### src/rtl/core/lecg_pkg.sv
// ----------------------------------------------------------------------------
// lecg_pkg
// Shared types, constants and the color wheel lookup for the LED effect
// color generator.
// ----------------------------------------------------------------------------
package lecg_pkg;

  localparam int unsigned DivBits       = 32;
  localparam int unsigned DivorBits     = 17;
  localparam int unsigned StepsPerStage = 2;
  localparam int unsigned DivStages     = DivBits / StepsPerStage;

  localparam int unsigned CfgIdxBits  = 3;
  localparam int unsigned CfgDataBits = 24;

  typedef enum logic [CfgIdxBits-1:0] {
    RegModeFlags  = 3'd0,
    RegBaseColor  = 3'd1,
    RegPeakBright = 3'd2,
    RegOnTime     = 3'd3,
    RegOffTime    = 3'd4,
    RegWheelPer   = 3'd5
  } cfg_reg_e;

  localparam int unsigned ModeColorful = 0;
  localparam int unsigned ModeBreathe  = 1;
  localparam int unsigned ModeFlash    = 2;

  localparam logic [7:0] FullBright = 8'd255;

  // per-item flags that ride along the brightness divider
  typedef struct packed {
    logic rise;
    logic on_zero;
  } side_t;

  // six segments of 256 steps each
  function automatic logic [23:0] wheel_color(input logic [10:0] pos);
    logic [7:0] r;
    logic [7:0] g;
    logic [7:0] b;
    logic [7:0] f;
    r = 8'd0;
    g = 8'd0;
    b = 8'd0;
    f = pos[7:0];
    case (pos[10:8])
      3'd0: begin r = 8'd255;     g = f;          end
      3'd1: begin r = 8'd255 - f; g = 8'd255;     end
      3'd2: begin g = 8'd255;     b = f;          end
      3'd3: begin g = 8'd255 - f; b = 8'd255;     end
      3'd4: begin r = f;          b = 8'd255;     end
      3'd5: begin r = 8'd255;     b = 8'd255 - f; end
      default: ;
    endcase
    return {r, g, b};
  endfunction

endpackage

### src/rtl/core/lecg_div.sv
// ----------------------------------------------------------------------------
// lecg_div
// Pipelined restoring divider, two quotient bits per stage, with a small
// sideband that travels with each item.
// ----------------------------------------------------------------------------
module lecg_div
  import lecg_pkg::*;
(
  input  logic                 clk_i,
  input  logic                 rst_ni,
  input  logic                 valid_i,
  input  logic [DivBits-1:0]   dividend_i,
  input  logic [DivorBits-1:0] divisor_i,
  input  side_t                side_i,
  output logic                 valid_o,
  output logic [DivBits-1:0]   quot_o,
  output logic [DivorBits-1:0] rem_o,
  output side_t                side_o
);

  logic                 vld_q  [DivStages];
  logic [DivBits-1:0]   quo_q  [DivStages];
  logic [DivorBits-1:0] rem_q  [DivStages];
  logic [DivorBits-1:0] dvs_q  [DivStages];
  side_t                side_q [DivStages];

  logic                 vld_in  [DivStages];
  logic [DivBits-1:0]   quo_in  [DivStages];
  logic [DivorBits-1:0] rem_in  [DivStages];
  logic [DivorBits-1:0] dvs_in  [DivStages];
  side_t                side_in [DivStages];

  logic [DivBits-1:0]   quo_d [DivStages];
  logic [DivorBits-1:0] rem_d [DivStages];

  assign vld_in[0]  = valid_i;
  assign quo_in[0]  = dividend_i;
  assign rem_in[0]  = '0;
  assign dvs_in[0]  = divisor_i;
  assign side_in[0] = side_i;

  for (genvar s = 0; s < DivStages; s++) begin : g_stage
    if (s > 0) begin : g_link
      assign vld_in[s]  = vld_q[s-1];
      assign quo_in[s]  = quo_q[s-1];
      assign rem_in[s]  = rem_q[s-1];
      assign dvs_in[s]  = dvs_q[s-1];
      assign side_in[s] = side_q[s-1];
    end

    // quotient bits shift in where dividend bits shift out
    always_comb begin
      logic [DivorBits:0]   trial;
      logic [DivBits-1:0]   qv;
      logic [DivorBits-1:0] rv;
      qv = quo_in[s];
      rv = rem_in[s];
      for (int k = 0; k < StepsPerStage; k++) begin
        trial = {rv, qv[DivBits-1]};
        qv    = {qv[DivBits-2:0], 1'b0};
        if (trial >= {1'b0, dvs_in[s]}) begin
          trial = trial - {1'b0, dvs_in[s]};
          qv[0] = 1'b1;
        end
        rv = trial[DivorBits-1:0];
      end
      quo_d[s] = qv;
      rem_d[s] = rv;
    end

    always_ff @(posedge clk_i or negedge rst_ni) begin
      if (!rst_ni) begin
        vld_q[s] <= 1'b0;
      end else begin
        vld_q[s] <= vld_in[s];
      end
    end

    always_ff @(posedge clk_i) begin
      quo_q[s]  <= quo_d[s];
      rem_q[s]  <= rem_d[s];
      dvs_q[s]  <= dvs_in[s];
      side_q[s] <= side_in[s];
    end
  end

  assign valid_o = vld_q[DivStages-1];
  assign quot_o  = quo_q[DivStages-1];
  assign rem_o   = rem_q[DivStages-1];
  assign side_o  = side_q[DivStages-1];

endmodule
### config.mk
export PLATFORM = sky130hd
export DESIGN_NAME = lecg_div
export DESIGN_NICKNAME = d
export VERILOG_FILES = /design/src/rtl/core/lecg_pkg.sv /design/src/rtl/core/lecg_div.sv
export SDC_FILE = /design/constraint.sdc
export NUM_CORES = 2
export LEC_CHECK = 0
export ABC_AREA = 1
export BUFFER_PORTS_ARGS = -buffer_cell sky130_fd_sc_hd__buf_4
export CORE_UTILIZATION = 64
export DETAILED_ROUTE_END_ITERATION = 10
export HOLD_SLACK_MARGIN = 0.06
export PLACE_DENSITY_LB_ADDON = 0.25
export REMOVE_ABC_BUFFERS = 1
export SLEW_MARGIN = 20
export SYNTH_ARGS = -nofsm -noshare
export SYNTH_HDL_FRONTEND = slang
export SYNTH_SLANG_ARGS = --single-unit
export TNS_END_PERCENT = 20
### constraint.sdc
create_clock -name clk_i -period 7.4 [get_ports clk_i]
set_input_delay 0.74 -clock clk_i [delete_from_list [all_inputs] [get_ports clk_i]]
set_output_delay 0.74 -clock clk_i [all_outputs]
set_load 0.01 [all_outputs]
# --- Word level (Yosys, flattened, before mapping) ---
# Memories as Yosys holds them, arrays and structs flattened.
# Index checks and enable logic that the tools add are counted.
totals:
  regBits: 16
  ram_bits: 1088
  input_bits: 54
  output_inout_bits: 52
  n_memories: 4
classes:
  addsub: 32
  n_lt_le_gt_ge: 32
  mux: 64
mem_list:
  columns: ["memory", "words", "word_bits", "rd", "rd_ports_with_merged_regs", "wr", "line", "rtl"]
  rows:
  - ["quo_q", 16, 32, 16, 0, 16, "lecg_div.sv:22", "logic [DivBits-1:0] quo_q [DivStages];"]
  - ["dvs_q", 16, 17, 15, 0, 16, "lecg_div.sv:24", "logic [DivorBits-1:0] dvs_q [DivStages];"]
  - ["rem_q", 16, 17, 16, 0, 16, "lecg_div.sv:23", "logic [DivorBits-1:0] rem_q [DivStages];"]
  - ["side_q", 16, 2, 16, 0, 16, "lecg_div.sv:25", "side_t side_q [DivStages];"]
ops:
  columns: ["cell", "n"]
  rows:
  - ["greater-or-equal comparator 18 x 17 -> 1 bit", 31]
  - ["2-to-1 mux 17 bit", 32]
  - ["subtractor 17 bit", 31]
  - ["2-to-1 mux 1 bit", 32]
  - ["greater-or-equal comparator 1 x 17 -> 1 bit", 1]
  - ["subtractor 1 x 17 -> 17 bit", 1]

# --- Depth between registers and ports, before layout ---
# An unclocked memory read counts as a cell.
depth:
  ltp_word: 5
  mapped_depth: 32
  ltp_nobuf: 27

# --- Worst setup path before layout ---
# No wires, ideal clock.
synth_path:
  kind: "register -> register"
  from: "mem quo_q[12][31], in the netlist quo_q[1][159]"
  to: "mem rem_q[13][7], in the netlist rem_q[1][92]"
  t_arrival_ns: 3.253
  required_time_ns: 7.288
  slack_ns: 4.035
  stages_incl_launch_ff: 27
  path_buffers: 3
  period_less_slack_ns: 3.365
  path_cell_list: "dfxtp_1 -> inv_1 -> ha_1 -> inv_1 -> fa_1 -> nand2_1 -> nand3_1 -> nand2_1 -> nand2_2 -> nand2_4 -> nand2_4 -> buf_6 -> buf_6 -> nand3_1 -> nand2_1 -> ha_1 -> a21oi_1 -> nand2_1 -> a21oi_1 -> nand2_1 -> nand2_1 -> nand2_1 -> a21oi_1 -> nand2_4 -> buf_6 -> nand2_1 -> nand2_1"
synth_rtl:
  columns: ["element", "line"]
  rows:
  - ["start, declared", "lecg_div.sv:22"]
  - ["end, declared", "lecg_div.sv:23"]

==> run summary <==
The run finished with clean final reports. The share of layout cells above drive strength 1 works out to 5.90%. The signal on the critical path passes through ha_1 -> inv_1 -> fa_1 -> nand2_1 -> nand3_1 -> nand2_1 -> nand2_1 -> nand2_1 -> nand2_2 -> inv_1 -> o21ai_0 -> ha_1 -> a21oi_1 -> nand2_1 -> a21oi_1 -> nand2_1 -> nand2_1 -> nand2_1 -> nand2_1 -> nand2_4 -> nor2_8 -> nand2_1 -> nand2_1.

Most common flop cell mapped by yosys: dfxtp_1. The total vias in the final route is 53000. At the worst endpoint, the required time is 8.02 ns. The initial standard-cell utilization of the core was 64.6%.

For the number of inserted diodes, the log shows 0. Detailed placement ended at an HPWL of 123000 µm. For the pin with the worst max-slew slack, the measured transition is 0.978 ns. By count the netlist is led by 3090 x nand2_1, 1154 x inv_1, 1071 x dfxtp_1. Using the TritonRoute via totals, the vias-per-cell ratio works out to 5.35. The critical path crosses 23 cells after its start point.

The number of hold-slack violations in the final timing report was 0; the routability congestion estimate was 1.00. The post-route clock skew was 0.0268 ns; the mean instance size in the synthesized netlist was 7.14 µm². Entering global routing, the biggest net connects 26 pins.

The sequential cell area is 21800 µm², and the peak clock frequency supported by timing is 0.207 GHz. The H-tree was split into 3 levels. Sequential cells were found to cover 36.2% of the synthesized design area. Registers are responsible for 22.9% of the overall power.

For the number of instances in the synthesized netlist, the log shows 8438. Summed over all failing endpoints, the final setup total negative slack is 0 ns. The worst max-slew margin expressed relative to the limit was 34.8%. The logs give 60300 µm² for the area of the mapped netlist and 112 for the number of cell rows. Setup violations remaining at the end of the flow were counted as 0. The analysis attributes to cell leakage a power of 36.0 nW. In this run switching power makes up 47.6% of total power.

The worst setup path is launched from a flip-flop. The share of async-settable or async-resettable flops after synthesis was 1.47%. The worst ir drop on vdd came out at 0.249 mV.

The cell family contributing the most delay on the critical path is simple AND/OR/NAND/NOR gates. Setup repair after global routing left no endpoint under its margin. The tools report the area after detailed placement as 61900 µm².

After detailed routing, the average wire length per cell comes to 15.7 µm. The detail route stage leaves a number of antenna-violating nets equal to 0. For this design, the slowest cell found on the critical path is inv_1.

Yosys mapped the design onto 46 distinct sky130hd cell types. Clock share of power: 15.8%. The worst setup path is captured at a flip-flop. By instance count, the leading cell after synthesis is nand2_1.

The floorplan step set the die width to 309 µm. The design internal power was 17.9 mW. After synthesis, the largest area contributor takes up 35.6% of total cell area. The clock net in this run drives a total of 1087 sinks. Subtracting the final worst setup slack from the clock period gives 4.82 ns.

The final worst-path cycle share came out at 65.1%. The cell sitting at the root of the clock tree is a clkbuf_16. For this block, the initial DRC count from the detailed router was 4460.

At the end of the flow, the number of nets in the layout was 9169. Wire segments on met3 add up to 9810 µm in the final route. In this run the register-to-register setup slack is 2.58 ns. Data on the critical path arrives at its endpoint at 5.44 ns. After clock tree synthesis, the clock-pin slew on the worst setup and hold paths is 0.06 ns.

The number of buffers created by CTS is 105, and the number of synthesized register bits is 1087. In the final layout, the multi-input gates occupy 33300 µm². The tightest min-delay check is of the primary input to flip-flop type.

The number of cells on the worst hold path is 1, and the number of top-level pins is 106. The logs give 93300 µm² for the area of the core region and 50000 for the via count of the first global-routing pass. The sum of routed wire length over all layers was 155000 µm. The total count of max-transition violations in the final report was 0.

The startpoint identified for the worst hold timing path is dividend_i[28]. In this run the vertical extent of the chip is 309 µm. By area the synthesized netlist is led by dfxtp_1 36%, nand2_1 19%, ha_1 11%. Fill cell total of the finished layout: 8135. The path with the worst hold slack has its endpoint at quo_q[0][30]. The endpoint identified for the worst register-to-register timing path is rem_q[1][126]. In this run the deepest clock path goes through 3 buffers. The maximum fanout encountered on the critical timing path works out to 22. TritonCTS built the clock tree.

Number of port buffers: 105. The source of the worst register-to-register timing path was dvs_q[1][102]. The area growth from synthesis to layout is 8.65%. The highest routing layer actually used was met5. The number of buffers and inverters on the critical path is 2, and the number of enable flip-flop cells after synthesis is 0.

The count of buffers added by post-CTS timing repair for setup came out at 0. The global-route wire length before repair is 250000 µm, and the clock latency at the later pin of the worst-skew pair is 0.70 ns. The first-pass iteration count of the detailed router is 7, and the depth of the worst register-to-register path is 23. In this run the power spent charging and discharging nets is 16.3 mW.

For this run the aggregate overflow at the end of global routing stands at 0. For this run, the total global-route usage over all layers was measured as 32.3%. The detailed router put a total of 68100 µm of wire on met1. The tightest hold path in the finished design has a slack of 0.129 ns.

Area of the die: 95400 µm². After detailed routing, the number of remaining DRC violations is 0. The worst setup path is of the flip-flop to flip-flop kind. The critical path's most frequent cell is nand2_1.

Max-cap violations in this run came to 0. The area of all placed cells without fillers is 65500 µm². For the yosys synthesis warning count, the log shows 0. Detailed routing placed a total of 70900 µm of wire on met2. The number of antenna violations at the first check in global routing was 3; the fraction of power consumed by combinational cells was 61.3%. The synthesized design spends more area on one cell type than any other, namely dfxtp_1. The delay contributed by the slowest stage of the critical path was 0.58 ns; the power density over cell area was 521 nW/µm².
-- power by group through the flow --
stage | logic, mW | registers, mW | clock network [mW]
after CTS | 20.7 | 7.81 | 5.49
after detailed placement | 20.5 | 7.91 | 0
after global placement | 20.1 | 7.91 | 0
final | 20.9 | 7.82 | 5.39
after global routing | 23.6 | 7.90 | 5.72
after floorplan | 16.0 | 7.63 | 0
-- per-layer routing --
| layer | GRT usage, % | vias up |
|---|---|---|
| li1 | - | 26900 |
| met1 | 41.9 | 24000 |
| met2 | 54.2 | 1755 |
| met4 | 12.4 | 2 |
| met5 | 0 | - |
| met3 | 4.32 | 396 |
-- registers in the layout, summed over array words and instances, names as in the netlist --
| name | count |
|---|---|
| dvs_q | 255 |
| vld_in | 15 |
| quo_q | 512 |
| valid_o | 1 |
| side_q | 32 |
| rem_q | 272 |
-- repair_timing --
action,in CTS,in global routing
hold endpoints to repair,16,0
hold buffers,1,0
resized for setup,0,0
-- per-stage QoR --
stage               instances  util [%]  power [mW]  worst slack, ns
floorplan                8341         -        23.6             3.83
global placement         9701      66.4        28.0             2.69
detailed placement       9701      66.4        28.4             2.65
CTS                      9896      70.2        34.0             2.62
global route             9896      70.2        37.2             2.19
finish                   9896      70.2        34.1             2.58
-- cell usage in the layout (no fill, tap or decap), types with 5 or more instances in the layout --
cell	Yosys	routed
nand3_2	10	10
dfxtp_1	1071	1071
a21oi_2	5	5
nor3_2	10	10
nand3_1	406	406
and2_1	25	25
or2_2	63	63
a31oi_1	17	17
clkinvlp_4	0	13
buf_4	19	106
nor2_1	392	392
fa_1	31	31
nand2_4	35	35
nand4_1	31	31
xor2_1	38	38
xnor2_1	213	213
a21o_1	10	10
nand2_2	39	39
nand2_1	3090	3090
inv_2	17	17
ha_1	529	529
clkbuf_16	0	105
o21bai_1	251	251
o21ai_0	180	180
nor3_1	59	59
clkinv_4	0	9
clkbuf_8	0	17
nor2_8	13	13
a21oi_1	416	416
bufinv_16	0	6
dfrtp_1	16	16
clkinv_2	0	14
o21ai_2	26	26
nor4_1	23	23
nand3b_1	108	108
o21ai_1	40	40
inv_6	2	9
clkbuf_1	0	17
inv_1	1154	1154
-- worst max path at each step --
| stage | from | endpoint |
|---|---|---|
| 3_5_place_dp | dvs_q[1][102] | rem_q[1][126] |
| 6_report | dvs_q[1][102] | rem_q[1][126] |
| 4_1_cts | dvs_q[1][102] | rem_q[1][126] |
| 2_1_floorplan | quo_q[0][255] | rem_q[1][0] |
| 5_1_grt | dvs_q[1][102] | rem_q[1][126] |
| 3_3_place_gp | dvs_q[1][102] | rem_q[1][126] |
-- cell type report --
type | count | share of cell area [%]
tap | 1254 | 2.40
clock inverter | 55 | 0.938
sequential | 1087 | 33.4
inverter | 1173 | 6.74
clock buffer | 139 | 4.47
timing repair buffer | 107 | 1.23
multi-input combinational | 6081 | 50.9
-- logic make-up after synthesis --
family / synth area share (%)
compound gates: 9.27
xor+xnor: 3.65
fa+ha+maj: 12.0
buf+inv: 8.49
flops: 36.2
simple gates: 30.3
Power figures use the tool's default switching activity.
